`config.mk`:
```
export PLATFORM = sky130hd
export DESIGN_NAME = fitness_telemetry_aggregator_top
export DESIGN_NICKNAME = d
export VERILOG_FILES = /design/src/rtl/fta_pkg.sv /design/src/rtl/fta_div.sv /design/src/rtl/fitness_telemetry_aggregator_top.sv
export VERILOG_INCLUDE_DIRS = /design/src /design/src/rtl
export SDC_FILE = /design/constraint.sdc
export NUM_CORES = 1
export LEC_CHECK = 0
export ABC_AREA = 1
export BUFFER_PORTS_ARGS = -buffer_cell sky130_fd_sc_hd__buf_2
export CAP_MARGIN = 20
export CORE_MARGIN = 2
export CORE_UTILIZATION = 25
export DETAILED_ROUTE_END_ITERATION = 8
export GPL_TIMING_DRIVEN = 0
export SYNTH_ARGS = -nofsm -noshare
export SYNTH_HDL_FRONTEND = slang
export SYNTH_SLANG_ARGS = --single-unit
```
`constraint.sdc`:
```
create_clock -name clock -period 8.6 [get_ports clock]
set_input_delay 0.43 -clock clock [delete_from_list [all_inputs] [get_ports clock]]
set_output_delay 0.43 -clock clock [all_outputs]
set_load 0.01 [all_outputs]
```
`src/rtl/fitness_telemetry_aggregator_top_macros.svh`:
```
// assertion macros shared by the aggregator rtl
// expects signals named clock and reset in the including module
`ifndef FITNESS_TELEMETRY_AGGREGATOR_TOP_MACROS_SVH
`define FITNESS_TELEMETRY_AGGREGATOR_TOP_MACROS_SVH

// same-cycle implication, off during reset
`define FTA_ASSERT_NOW(label, trig, prop, msg) \
   label: assert property (@(posedge clock) disable iff (reset) (trig) |-> (prop)) \
      else $error(msg);

// next-cycle implication, off during reset
`define FTA_ASSERT_NEXT(label, trig, prop, msg) \
   label: assert property (@(posedge clock) disable iff (reset) (trig) |=> (prop)) \
      else $error(msg);

`endif

```
`src/rtl/fta_pkg.sv`:
```
// shared widths and divider handshake types for the telemetry aggregator
// no dependencies
package fta_pkg;

   localparam int DIVIDEND_W = 48;
   localparam int DIVISOR_W  = 32;
   localparam int QUOT_W     = 16;
   localparam int DIV_STEPS  = DIVIDEND_W;
   localparam int DIV_CNT_W  = $clog2(DIV_STEPS);

   typedef struct packed {
      logic                  start;
      logic [DIVIDEND_W-1:0] dividend;
      logic [DIVISOR_W-1:0]  divisor;
   } div_req_type;

   typedef struct packed {
      logic              done;
      logic [QUOT_W-1:0] quotient;
   } div_rsp_type;

endpackage

```
`src/rtl/fta_div.sv`:
```
// serial restoring divider, one quotient bit per cycle, low quotient bits kept
// depends on fta_pkg and the shared assertion macros
`include "fitness_telemetry_aggregator_top_macros.svh"

module fta_div (
   input  logic                clock,
   input  logic                reset,
   input  fta_pkg::div_req_type div_req,
   output fta_pkg::div_rsp_type div_rsp
);
   import fta_pkg::*;

   logic [DIVISOR_W-1:0]  rem_ff, rem_in;
   logic [DIVIDEND_W-1:0] dvd_ff, dvd_in;
   logic [DIVISOR_W-1:0]  dvs_ff, dvs_in;
   logic [QUOT_W-1:0]     quo_ff, quo_in;
   logic [DIV_CNT_W-1:0]  cnt_ff, cnt_in;
   logic                  busy_ff, busy_in;
   logic                  done_ff, done_in;

   logic [DIVISOR_W:0]    rem_shift;
   logic [DIVISOR_W:0]    rem_diff;
   logic                  fits;

   assign rem_shift = {rem_ff, dvd_ff[DIVIDEND_W-1]};
   assign rem_diff  = rem_shift - {1'b0, dvs_ff};
   assign fits      = rem_shift >= {1'b0, dvs_ff};

   always_comb begin
      rem_in  = rem_ff;
      dvd_in  = dvd_ff;
      dvs_in  = dvs_ff;
      quo_in  = quo_ff;
      cnt_in  = cnt_ff;
      busy_in = busy_ff;
      done_in = 1'b0;
      if (div_req.start) begin
         rem_in  = '0;
         dvd_in  = div_req.dividend;
         dvs_in  = div_req.divisor;
         quo_in  = '0;
         cnt_in  = '0;
         busy_in = 1'b1;
      end else if (busy_ff) begin
         // remainder stays below the divisor, so the low bits are enough
         rem_in = fits ? rem_diff[DIVISOR_W-1:0] : rem_shift[DIVISOR_W-1:0];
         dvd_in = {dvd_ff[DIVIDEND_W-2:0], 1'b0};
         quo_in = {quo_ff[QUOT_W-2:0], fits};
         cnt_in = cnt_ff + 1'b1;
         if (cnt_ff == DIV_CNT_W'(DIV_STEPS - 1)) begin
            busy_in = 1'b0;
            done_in = 1'b1;
         end
      end
   end

   always_ff @(posedge clock) begin
      if (reset) begin
         busy_ff <= 1'b0;
         done_ff <= 1'b0;
      end else begin
         busy_ff <= busy_in;
         done_ff <= done_in;
      end
      rem_ff <= rem_in;
      dvd_ff <= dvd_in;
      dvs_ff <= dvs_in;
      quo_ff <= quo_in;
      cnt_ff <= cnt_in;
   end

   assign div_rsp.done     = done_ff;
   assign div_rsp.quotient = quo_ff;

   `FTA_ASSERT_NOW(a_div_no_restart, div_req.start, !busy_ff, "divider restarted while busy")
   `FTA_ASSERT_NEXT(a_div_finish, busy_ff && cnt_ff == DIV_CNT_W'(DIV_STEPS - 1) && !div_req.start,
      done_ff && !busy_ff, "divider did not finish after last step")
   `FTA_ASSERT_NOW(a_div_rem_bound, busy_ff && dvs_ff != '0, rem_ff < dvs_ff,
      "partial remainder not below divisor")

endmodule

```
`src/rtl/fitness_telemetry_aggregator_top.sv`:
```
// Bike telemetry aggregator. Input words are events (start, live sample,
// tick, stop); output words are interim records from live samples and full
// records from enabled ticks. csr_wr_en/csr_wr_data set the idle interval
// in ms (1000 after reset); the user writes it only while the block is idle,
// which the block does not enforce. req_ready is high only when the
// sequencer is idle: one event at a time. Start, stop and dropped ticks
// finish in the accept cycle. A live sample's record is registered in the
// sequencer, then moved to the output register once it is free. An emitting
// tick runs the two averages one after the other through a shared serial
// divider, one quotient bit per cycle over 48 bits, before its record is sent.
// Records sit in an output register until rsp_ready takes them; while one
// is waiting the next event is still accepted and worked on, and its record
// waits in the sequencer until the output register frees up.
// Synchronous reset clears the session state, disables ticks, drops any
// pending record and restores the idle interval.
// depends on fta_pkg, fta_div and the shared assertion macros
`include "fitness_telemetry_aggregator_top_macros.svh"

module fitness_telemetry_aggregator_top (
   input  logic        clock,
   input  logic        reset,
   input  logic        req_valid,
   output logic        req_ready,
   input  logic [1:0]  req_operation,
   input  logic        req_has_odometer,
   input  logic [31:0] req_odometer_m,
   input  logic        req_has_power,
   input  logic [15:0] req_power_w,
   input  logic        req_has_cadence,
   input  logic [15:0] req_cadence_rpm,
   input  logic        req_has_speed,
   input  logic [15:0] req_speed_centi_kph,
   input  logic [1:0]  req_changed_mask,
   input  logic [31:0] req_now_ms,
   input  logic        req_queue_full,
   output logic        rsp_valid,
   input  logic        rsp_ready,
   output logic        rsp_record_kind,
   output logic [5:0]  rsp_present_mask,
   output logic [15:0] rsp_speed_out,
   output logic [15:0] rsp_cadence_out,
   output logic [15:0] rsp_avg_cadence_out,
   output logic [15:0] rsp_power_out,
   output logic [15:0] rsp_avg_power_out,
   output logic [31:0] rsp_distance_out,
   input  logic        csr_wr_en,
   input  logic [15:0] csr_wr_data
);
   import fta_pkg::*;

   typedef enum logic [1:0] {OP_START, OP_LIVE, OP_TICK, OP_STOP} op_type;
   typedef enum logic [1:0] {ST_IDLE, ST_DIV_CAD, ST_DIV_PWR, ST_EMIT} state_type;

   localparam logic KIND_INTERIM = 1'b0;
   localparam logic KIND_FULL    = 1'b1;

   localparam int M_SPEED = 0;
   localparam int M_CAD   = 1;
   localparam int M_ACAD  = 2;
   localparam int M_PWR   = 3;
   localparam int M_APWR  = 4;
   localparam int M_DIST  = 5;

   localparam logic [15:0] IDLE_RESET = 16'd1000;

   state_type        state_ff, state_in;
   logic             ticking_ff, ticking_in;
   logic             pfresh_ff, pfresh_in;
   logic             cfresh_ff, cfresh_in;
   logic [31:0]      start_odo_ff, start_odo_in;
   logic [DIVIDEND_W-1:0] ptotal_ff, ptotal_in;
   logic [DIVISOR_W-1:0]  pcount_ff, pcount_in;
   logic [DIVIDEND_W-1:0] ctotal_ff, ctotal_in;
   logic [DIVISOR_W-1:0]  ccount_ff, ccount_in;
   logic [31:0]      last_full_ff, last_full_in;
   logic [15:0]      idle_ff, idle_in;

   logic             rec_kind_ff, rec_kind_in;
   logic [5:0]       rec_mask_ff, rec_mask_in;
   logic [15:0]      rec_speed_ff, rec_speed_in;
   logic [15:0]      rec_cad_ff, rec_cad_in;
   logic [15:0]      rec_acad_ff, rec_acad_in;
   logic [15:0]      rec_pwr_ff, rec_pwr_in;
   logic [15:0]      rec_apwr_ff, rec_apwr_in;
   logic [31:0]      rec_dist_ff, rec_dist_in;

   logic             out_valid_ff, out_valid_in;
   logic             out_kind_ff, out_kind_in;
   logic [5:0]       out_mask_ff, out_mask_in;
   logic [15:0]      out_speed_ff, out_speed_in;
   logic [15:0]      out_cad_ff, out_cad_in;
   logic [15:0]      out_acad_ff, out_acad_in;
   logic [15:0]      out_pwr_ff, out_pwr_in;
   logic [15:0]      out_apwr_ff, out_apwr_in;
   logic [31:0]      out_dist_ff, out_dist_in;

   div_req_type      div_req;
   div_rsp_type      div_rsp;

   logic             accept;
   logic [31:0]      since_full;
   logic             idle_elapsed;
   logic             pwr_take;
   logic             cad_take;

   fta_div u_div (
      .clock   (clock),
      .reset   (reset),
      .div_req (div_req),
      .div_rsp (div_rsp)
   );

   assign req_ready    = (state_ff == ST_IDLE);
   assign accept       = req_valid && req_ready;
   assign since_full   = req_now_ms - last_full_ff;
   assign idle_elapsed = since_full >= {16'b0, idle_ff};
   // nonzero samples count until the sample counter saturates
   assign pwr_take = req_has_power && (req_power_w != '0) && (pcount_ff != '1);
   assign cad_take = req_has_cadence && (req_cadence_rpm != '0) && (ccount_ff != '1);

   always_comb begin
      state_in     = state_ff;
      ticking_in   = ticking_ff;
      pfresh_in    = pfresh_ff;
      cfresh_in    = cfresh_ff;
      start_odo_in = start_odo_ff;
      ptotal_in    = ptotal_ff;
      pcount_in    = pcount_ff;
      ctotal_in    = ctotal_ff;
      ccount_in    = ccount_ff;
      last_full_in = last_full_ff;
      idle_in      = idle_ff;
      rec_kind_in  = rec_kind_ff;
      rec_mask_in  = rec_mask_ff;
      rec_speed_in = rec_speed_ff;
      rec_cad_in   = rec_cad_ff;
      rec_acad_in  = rec_acad_ff;
      rec_pwr_in   = rec_pwr_ff;
      rec_apwr_in  = rec_apwr_ff;
      rec_dist_in  = rec_dist_ff;
      out_valid_in = out_valid_ff;
      out_kind_in  = out_kind_ff;
      out_mask_in  = out_mask_ff;
      out_speed_in = out_speed_ff;
      out_cad_in   = out_cad_ff;
      out_acad_in  = out_acad_ff;
      out_pwr_in   = out_pwr_ff;
      out_apwr_in  = out_apwr_ff;
      out_dist_in  = out_dist_ff;
      div_req      = '0;

      if (out_valid_ff && rsp_ready) begin
         out_valid_in = 1'b0;
      end
      if (csr_wr_en) begin
         idle_in = csr_wr_data;
      end

      unique case (state_ff)
         ST_IDLE: begin
            if (accept) begin
               unique case (op_type'(req_operation))
                  OP_START: begin
                     pfresh_in    = 1'b0;
                     cfresh_in    = 1'b0;
                     start_odo_in = req_has_odometer ? req_odometer_m : '0;
                     ptotal_in    = '0;
                     pcount_in    = '0;
                     ctotal_in    = '0;
                     ccount_in    = '0;
                     last_full_in = '0;
                     ticking_in   = 1'b1;
                  end
                  OP_STOP: begin
                     ticking_in = 1'b0;
                  end
                  OP_LIVE: begin
                     // a zero odometer reading counts as unknown
                     if (start_odo_ff == '0 && req_has_odometer) begin
                        start_odo_in = req_odometer_m;
                     end
                     rec_kind_in          = KIND_INTERIM;
                     rec_mask_in          = '0;
                     rec_mask_in[M_PWR]   = req_changed_mask[0];
                     rec_mask_in[M_CAD]   = req_changed_mask[1];
                     rec_speed_in         = '0;
                     rec_cad_in           = req_changed_mask[1] ? req_cadence_rpm : '0;
                     rec_acad_in          = '0;
                     rec_pwr_in           = req_changed_mask[0] ? req_power_w : '0;
                     rec_apwr_in          = '0;
                     rec_dist_in          = '0;
                     pfresh_in = req_queue_full ? 1'b0 : (pfresh_ff || req_changed_mask[0]);
                     cfresh_in = req_queue_full ? 1'b0 : (cfresh_ff || req_changed_mask[1]);
                     if (pwr_take) begin
                        ptotal_in = ptotal_ff + {{(DIVIDEND_W-16){1'b0}}, req_power_w};
                        pcount_in = pcount_ff + 1'b1;
                     end
                     if (cad_take) begin
                        ctotal_in = ctotal_ff + {{(DIVIDEND_W-16){1'b0}}, req_cadence_rpm};
                        ccount_in = ccount_ff + 1'b1;
                     end
                     state_in = ST_EMIT;
                  end
                  OP_TICK: begin
                     if (ticking_ff && (pfresh_ff || cfresh_ff || idle_elapsed)) begin
                        rec_kind_in         = KIND_FULL;
                        rec_mask_in         = '0;
                        rec_mask_in[M_SPEED] = req_has_speed;
                        rec_mask_in[M_CAD]  = req_has_cadence && !cfresh_ff;
                        rec_mask_in[M_ACAD] = (ccount_ff != '0);
                        rec_mask_in[M_PWR]  = req_has_power && !pfresh_ff;
                        rec_mask_in[M_APWR] = (pcount_ff != '0);
                        rec_mask_in[M_DIST] = req_has_odometer && (start_odo_ff != '0);
                        rec_speed_in = req_has_speed ? req_speed_centi_kph : '0;
                        rec_cad_in   = (req_has_cadence && !cfresh_ff) ? req_cadence_rpm : '0;
                        rec_pwr_in   = (req_has_power && !pfresh_ff) ? req_power_w : '0;
                        rec_dist_in  = (req_has_odometer && (start_odo_ff != '0)) ?
                                       (req_odometer_m - start_odo_ff) : '0;
                        pfresh_in    = 1'b0;
                        cfresh_in    = 1'b0;
                        last_full_in = req_now_ms;
                        div_req.start    = 1'b1;
                        div_req.dividend = ctotal_ff;
                        div_req.divisor  = ccount_ff;
                        state_in = ST_DIV_CAD;
                     end
                  end
                  default: begin
                  end
               endcase
            end
         end
         ST_DIV_CAD: begin
            if (div_rsp.done) begin
               rec_acad_in      = (ccount_ff != '0) ? div_rsp.quotient : '0;
               div_req.start    = 1'b1;
               div_req.dividend = ptotal_ff;
               div_req.divisor  = pcount_ff;
               state_in = ST_DIV_PWR;
            end
         end
         ST_DIV_PWR: begin
            if (div_rsp.done) begin
               rec_apwr_in = (pcount_ff != '0) ? div_rsp.quotient : '0;
               state_in    = ST_EMIT;
            end
         end
         ST_EMIT: begin
            // wait for the output register to free up
            if (!out_valid_ff || rsp_ready) begin
               out_valid_in = 1'b1;
               out_kind_in  = rec_kind_ff;
               out_mask_in  = rec_mask_ff;
               out_speed_in = rec_speed_ff;
               out_cad_in   = rec_cad_ff;
               out_acad_in  = rec_acad_ff;
               out_pwr_in   = rec_pwr_ff;
               out_apwr_in  = rec_apwr_ff;
               out_dist_in  = rec_dist_ff;
               state_in     = ST_IDLE;
            end
         end
         default: begin
            state_in = ST_IDLE;
         end
      endcase
   end

   always_ff @(posedge clock) begin
      if (reset) begin
         state_ff     <= ST_IDLE;
         ticking_ff   <= 1'b0;
         pfresh_ff    <= 1'b0;
         cfresh_ff    <= 1'b0;
         start_odo_ff <= '0;
         ptotal_ff    <= '0;
         pcount_ff    <= '0;
         ctotal_ff    <= '0;
         ccount_ff    <= '0;
         last_full_ff <= '0;
         idle_ff      <= IDLE_RESET;
         out_valid_ff <= 1'b0;
      end else begin
         state_ff     <= state_in;
         ticking_ff   <= ticking_in;
         pfresh_ff    <= pfresh_in;
         cfresh_ff    <= cfresh_in;
         start_odo_ff <= start_odo_in;
         ptotal_ff    <= ptotal_in;
         pcount_ff    <= pcount_in;
         ctotal_ff    <= ctotal_in;
         ccount_ff    <= ccount_in;
         last_full_ff <= last_full_in;
         idle_ff      <= idle_in;
         out_valid_ff <= out_valid_in;
      end
      rec_kind_ff  <= rec_kind_in;
      rec_mask_ff  <= rec_mask_in;
      rec_speed_ff <= rec_speed_in;
      rec_cad_ff   <= rec_cad_in;
      rec_acad_ff  <= rec_acad_in;
      rec_pwr_ff   <= rec_pwr_in;
      rec_apwr_ff  <= rec_apwr_in;
      rec_dist_ff  <= rec_dist_in;
      out_kind_ff  <= out_kind_in;
      out_mask_ff  <= out_mask_in;
      out_speed_ff <= out_speed_in;
      out_cad_ff   <= out_cad_in;
      out_acad_ff  <= out_acad_in;
      out_pwr_ff   <= out_pwr_in;
      out_apwr_ff  <= out_apwr_in;
      out_dist_ff  <= out_dist_in;
   end

   assign rsp_valid           = out_valid_ff;
   assign rsp_record_kind     = out_kind_ff;
   assign rsp_present_mask    = out_mask_ff;
   assign rsp_speed_out       = out_speed_ff;
   assign rsp_cadence_out     = out_cad_ff;
   assign rsp_avg_cadence_out = out_acad_ff;
   assign rsp_power_out       = out_pwr_ff;
   assign rsp_avg_power_out   = out_apwr_ff;
   assign rsp_distance_out    = out_dist_ff;

   `FTA_ASSERT_NOW(a_done_in_div_state, div_rsp.done,
      state_ff == ST_DIV_CAD || state_ff == ST_DIV_PWR, "divider result outside a divide state")
   `FTA_ASSERT_NOW(a_interim_fields, out_valid_ff && out_kind_ff == KIND_INTERIM,
      out_mask_ff[M_SPEED] == 1'b0 && out_mask_ff[M_ACAD] == 1'b0 &&
      out_mask_ff[M_APWR] == 1'b0 && out_mask_ff[M_DIST] == 1'b0,
      "interim word carries full-record fields")
   `FTA_ASSERT_NOW(a_absent_avg_zero, out_valid_ff && !out_mask_ff[M_APWR],
      out_apwr_ff == '0, "absent average power not zero")
   `FTA_ASSERT_NOW(a_empty_sum_zero, pcount_ff == '0 && ccount_ff == '0,
      ptotal_ff == '0 && ctotal_ff == '0, "sum without samples")

endmodule
```
Word level (Yosys, flattened, before mapping):

Index checks and enable logic that the tools add are counted.

* register bits: 620
* bits of input ports: 142

* magnitude comparators: 2
* bitwise operators: 1
* equality and inequality tests: 20
* $add $sub $neg: 8
* reductions and logical operators: 47
* muxes and demuxes: 67

Operators with widths (number)
* $mux W81: 4
* $pmux W32 S2: 5
* $mux W32: 8
* $mux W16: 14
* $mux W48: 4
* $pmux W48 S2: 2
* $pmux W81 S2: 1
* $pmux W16 S2: 5
* $add A48 B16 Y48: 2
* $reduce_bool A32 Y1: 3
* $sub A32 B32 Y32: 3
* $add A32 B1 Y32 const B: 2
* $ne A32 B32 Y1 const B: 2
* $ge A33 B32 Y1: 1
* $ge A32 B16 Y1: 1
* $logic_not A32 Y1: 1
* $reduce_and A4 Y1: 8
* $reduce_bool A16 Y1: 2
* $reduce_bool A2 Y1: 7
* $pmux W6 S2: 1
* $logic_and A1 B1 Y1: 11
* $mux W1: 11
* $mux W2: 5
* $ne A2 B2 Y1 const B: 5
* other kinds (21): 37

Longest topological paths before layout:

* depth in word-level cells: 9
* gate-level depth with buffers: 30

Modules after synthesis:

From an unflattened synthesis, not the netlist that was laid out.

* cells, all modules: 4515
* area, all modules: 34395.5 um^2

By module, submodules not included
* fitness_telemetry_aggregator_top: seq. area each 12071.6 um^2, area an instance 26414.1 um^2, times used 1, cells each 3397
* fta_div: seq. area each 3523.4 um^2, area an instance 7981.4 um^2, times used 1, cells each 1118

Worst setup path before layout:

Ideal clock, no wire load.

* path type: reg-to-reg
* start: register state_ff[1]
* end: register out_acad_ff[0], in the netlist rsp_avg_cadence_out[0], enable pin
* period minus slack after synthesis: 6.929 ns
* library setup time: 0.636 ns
* data arrival time: 6.293 ns
* cell stages (with the launch flop): 4
* setup slack: 1.671 ns
* cells stage by stage: dfxtp_1 > ha_1 > inv_1 > a21oi_1

* longest elaborated chain between the ends: 2

RTL lines
* start: declaration: line fitness_telemetry_aggregator_top.sv:66 `state_type state_ff, state_in;`
* start signal: assignment: line fitness_telemetry_aggregator_top.sv:284 `state_ff <= state_in;`
* $eq A2 B2 Y1: line fitness_telemetry_aggregator_top.sv:159 `unique case (state_ff)`
* $reduce_and A2 Y1 (no line)
* end signal: assignment: line fitness_telemetry_aggregator_top.sv:309 `out_acad_ff <= out_acad_in;`
* end: declaration: line fitness_telemetry_aggregator_top.sv:92 `logic [15:0] out_acad_ff, out_acad_in;`

No other way between the ends.
A chain may end at the register's enable or synchronous reset.

Worst setup path in the final report:

* start: input req_now_ms[8]
* end: register u_div.dvd_ff[4], enable pin

* longest elaborated chain between the ends: 9

RTL lines
* start: declaration: line fitness_telemetry_aggregator_top.sv:34 `input logic [31:0] req_now_ms,`
* $sub A32 B32 Y32: line fitness_telemetry_aggregator_top.sv:115 `assign since_full = req_now_ms - last_full_ff;`
* $ge A32 B16 Y1: line fitness_telemetry_aggregator_top.sv:116 `assign idle_elapsed = since_full >= {16'b0, idle_ff};`
* $logic_or A1 B1 Y1: line fitness_telemetry_aggregator_top.sv:205 `if (ticking_ff && (pfresh_ff || cfresh_ff || idle_elapsed)) begin`
* $logic_and A1 B1 Y1: line fitness_telemetry_aggregator_top.sv:205
* $mux W81: line fitness_telemetry_aggregator_top.sv:205
* $mux W81: line fitness_telemetry_aggregator_top.sv:162 `unique case (op_type'(req_operation))`
* $mux W81: line fitness_telemetry_aggregator_top.sv:161 `if (accept) begin`
* $pmux W81 S2: line fitness_telemetry_aggregator_top.sv:159
* $reduce_bool A2 Y1 (no line)
* end signal: assignment: line fta_div.sv:66 `dvd_ff <= dvd_in;`
* end: declaration: line fta_div.sv:14 `logic [DIVIDEND_W-1:0] dvd_ff, dvd_in;`

No other way between the ends.

==> flow_summary.rst <==
.. list-table::
   :header-rows: 1

   * - Metric
     - Value
   * - Synthesized area per cell
     - 7.96 um^2
   * - Class of the tightest hold or removal check
     - input port to flip-flop
   * - Headroom to the max-slew limit
     - 24.4%
   * - NetSw
     - 2.88 mW
   * - Ratio of cells with drive above 1 in the final layout
     - about a tenth
   * - Warnings from Yosys
     - 0
   * - Area share of the largest cell type after synthesis
     - 28.8%
   * - I/O Buffers
     - 261
   * - Arrival time worst endpoint
     - roughly 5.6 ns
   * - Mean number of vias per cell
     - 4.59
   * - Total Nets Final
     - just under 5,000
   * - Net switching share of the total power
     - 32.3%
   * - Highest ir drop seen on vdd
     - 0.129 mV
   * - Total via count after detailed routing
     - about 30,000
   * - Storage cell area
     - around 16,000 um^2
   * - Clk sinks
     - 620
   * - Leakage power of the design
     - ~15 nW
   * - Post-Syn Nets
     - 4,466
   * - Worst-path fanout max
     - 40
   * - Post-Route Utilization
     - 30.2%
   * - Starting density of the core
     - 25.2%
   * - Area used by multi-input combinational logic
     - around 15,000 um^2
   * - Die ar.
     - 135,000 um^2
   * - Final setup fails
     - 0
   * - Final HPWL from detailed placement
     - 79,800 um
   * - Cell types with the largest area share after synthesis
     - sky130_fd_sc_hd__edfxtp_1 (29%), sky130_fd_sc_hd__dfxtp_1 (18%), sky130_fd_sc_hd__nand2_1 (10%)
   * - Area growth from synthesis to layout
     - 19.7%
   * - Element type at the critical path end
     - flip-flop
   * - Class of the most critical setup path
     - input port to flip-flop
   * - Fin crit share
     - 60.1%
   * - Max-cap violations
     - 0
   * - Pin count of the biggest net entering global routing
     - 42
   * - Highest-delay cell along the critical path
     - sky130_fd_sc_hd__dlygate4sd3_1
   * - Overall die width
     - between 300 and 400 um
   * - Pins Over Slew Limit
     - 0
   * - Clock latency at the later pin of the worst-skew pair
     - about 0.7 ns
   * - Cell type with the largest total area after synthesis
     - sky130_fd_sc_hd__edfxtp_1
   * - Residual overflow from global routing
     - 0
   * - Clock tree root driver cell
     - sky130_fd_sc_hd__clkbuf_16
   * - Commonest non-fill, non-tap cells in the layout
     - sky130_fd_sc_hd__nand2_1 (893), sky130_fd_sc_hd__inv_1 (563), sky130_fd_sc_hd__a21oi_1 (457), sky130_fd_sc_hd__nor2_1 (381), sky130_fd_sc_hd__edfxtp_1 (318)
   * - Post-synth EDFFs
     - 318
   * - Mean routed wirelength per cell
     - 15.9 um
   * - Gate Count Post-Synth
     - ~4,200
   * - Maximum number of buffers from clock root to sink
     - 3
   * - # rows
     - 133
   * - # fillers
     - 14,000
   * - Pin slew with the least headroom to its limit
     - 1.12 ns
   * - Cell seen most often among critical-path stages
     - sky130_fd_sc_hd__nand2_1
   * - Number of antenna violations at the first check in global routing
     - 12
   * - Worst-case clock skew
     - just under 0.06 ns
   * - Post-synthesis cell area
     - roughly 33,000 um^2
   * - Die Y-Extent
     - 368 um
   * - Post-Route WL
     - 101,000 um
   * - GRT Overall Usage
     - 14.6%
   * - Result of the run
     - complete, no violations
   * - TritonCTS clock tree
     - built
   * - Reg clk slew, reported paths
     - 0.06 ns
   * - Wire length of the first global-routing pass
     - 156,000 um
   * - Delay of the slowest cell on the worst path
     - 0.54 ns
   * - Sequential element share of the synthesized area
     - 47.1%
   * - #FFs+latches synth
     - 620
   * - Ports placed on the boundary
     - 263
   * - Drt pass-1 iters
     - 5
   * - Most common library cell in the layout ignoring fill and taps
     - sky130_fd_sc_hd__nand2_1
   * - Setup_tns
     - 0 ns
   * - CTS buffer count
     - 73
   * - RSZ-0062 raised after global routing
     - no
   * - Remaining DRCs
     - 0
   * - Cell area reported after detailed placement
     - 36,900 um^2
   * - Number of global-route vias before repair
     - 27,700
   * - Combinational share of power
     - 23.8%
   * - Core Box Area
     - 131,000 um^2
   * - Minimum clock period
     - 5.17 ns
   * - Number of cells in the design after placement
     - approximately 6,200
   * - Ys flop type
     - sky130_fd_sc_hd__edfxtp_1
   * - Fmax
     - 193 MHz
   * - FFs w/ async S/R, synth
     - 0%
   * - Synth cell types
     - 58
   * - Pwr per Cell Area
     - approximately 230 nW/um^2
   * - Postcts setup bufs
     - 0
   * - Setup crit start kind
     - input port
   * - Non-filler cells in the finished layout
     - 6,358
   * - Number of H-tree branching levels
     - 3
   * - CP Data Required Time
     - ~9.0 ns
   * - Count of antenna-violating nets left after detailed routing
     - 0
   * - Final-report hold violation count
     - 0
   * - Part of the total power dissipated in the clock network
     - 36.2%
   * - Internal power
     - between 6 and 7 mW
   * - Global placer's final weighted congestion
     - 0.920
   * - Design Area, Final
     - roughly 40,000 um^2
   * - DRT iter0 DRCs
     - 2,230
   * - Sequential cell fraction of total power
     - 40.0%
[logic make-up after synthesis]
logic type / after synthesis / synth area share, %
adders and majority gates: 160 / 6.15
buffers and inverters: 698 / 8.15
DFF: 620 / 47.1
AOI/OAI and AO/OA: 807 / 13.2
xor gates and xnor gates: 91 / 2.40
and+or+nand+nor: 1788 / 23.0
[Yosys cell counts, types with 13 or more instances]
cell type                    n
sky130_fd_sc_hd__inv_1     563
sky130_fd_sc_hd__a211oi_1   35
sky130_fd_sc_hd__xnor2_1    33
sky130_fd_sc_hd__nand4_1    56
sky130_fd_sc_hd__xor2_1     58
sky130_fd_sc_hd__nor2_1    382
sky130_fd_sc_hd__nand3_1   244
sky130_fd_sc_hd__o21a_1     19
sky130_fd_sc_hd__clkbuf_1   83
sky130_fd_sc_hd__nor4_1     57
sky130_fd_sc_hd__nand2_1   894
sky130_fd_sc_hd__dfxtp_1   302
sky130_fd_sc_hd__buf_2      27
sky130_fd_sc_hd__or2_2      13
sky130_fd_sc_hd__a21oi_1   458
sky130_fd_sc_hd__edfxtp_1  318
sky130_fd_sc_hd__nor3_1     97
sky130_fd_sc_hd__o22ai_1    29
sky130_fd_sc_hd__o21ai_0   198
sky130_fd_sc_hd__ha_1      155
[worst paths after layout]
path | slack, ns | startpoint | to | cells after the start
max | 3.43 | req_now_ms[8] | u_div.dvd_ff[4]$_DFFE_PP_ | 30
min | 0.07 | req_now_ms[14] | last_full_ff[14]$_SDFFE_PP0P_ | 3
max reg2reg | 3.50 | last_full_ff[8]$_SDFFE_PP0P_ | u_div.dvd_ff[4]$_DFFE_PP_ | 29
min reg2reg | 0.40 | rec_apwr_ff[14]$_SDFFCE_PN0P_ | rsp_avg_power_out[14]$_DFFE_PP_ | 0
[power by group through the flow]
stage	clock network [mW]	registers [mW]	logic, mW
3_5_place_dp	0	3.63	2.11
5_1_grt	3.44	3.60	2.40
2_1_floorplan	0	3.64	1.44
3_3_place_gp	0	3.67	2.06
6_report	3.24	3.57	2.13
4_1_cts	3.33	3.57	2.13
[worst max-delay path: cells and delay by family]
kind	cells	cell delay [ns]
AO/OA/AOI/OAI	1	0.16
XOR/XNOR	1	0.16
adder cells (fa/ha/maj)	2	0.63
buffers and inverters	9	1.74
AND/OR/NAND/NOR	17	2.38
[metal layers]
metal	global-route usage, %	share of wire, %	up-vias
li1	-	-	14700
met1	19.4	45	13600
met2	24.1	46	716
met3	2.30	5.5	130
met4	4.77	2.7	2
met5	0	0.013	-
[registers in the layout, indices dropped and copies added, names as in the netlist, 32 cells and up]
signal            cells
rsp_distance_out     32
rec_dist_ff          32
ccount_ff            32
u_div.dvs_ff         32
u_div.rem_ff         32
ctotal_ff            48
pcount_ff            32
start_odo_ff         32
u_div.dvd_ff         48
last_full_ff         32
ptotal_ff            48
[metrics by stage]
step / setup slack (ns) / hold slack [ns] / power [mW]
after floorplan: 1.67 / 0.400 / 5.08
after detailed placement: 3.24 / 0.405 / 5.74
after global routing: 3.12 / 0.0324 / 9.43
after CTS: 3.40 / 0.000277 / 9.03
after global placement: -1.11 / 0.401 / 5.73
final: 3.43 / 0.0655 / 8.93
[timing repair]
item	4_1_cts	5_1_grt
endpoints found under the hold margin	19	0
gates resized for setup	0	0
hold buffers	19	0
[area by class of cell]
cell class / instances / share of cell area, %
antenna: 11 / 0.0694
buffer: 125 / 1.39
clock buffer: 108 / 5.51
clock inverter: 28 / 0.947
inverter: 573 / 5.42
multi-input combinational: 2846 / 37.5
sequential: 620 / 39.3
tap: 1755 / 5.54
timing repair buffer: 292 / 4.28
No activity file was read; power rests on OpenSTA's default activity.
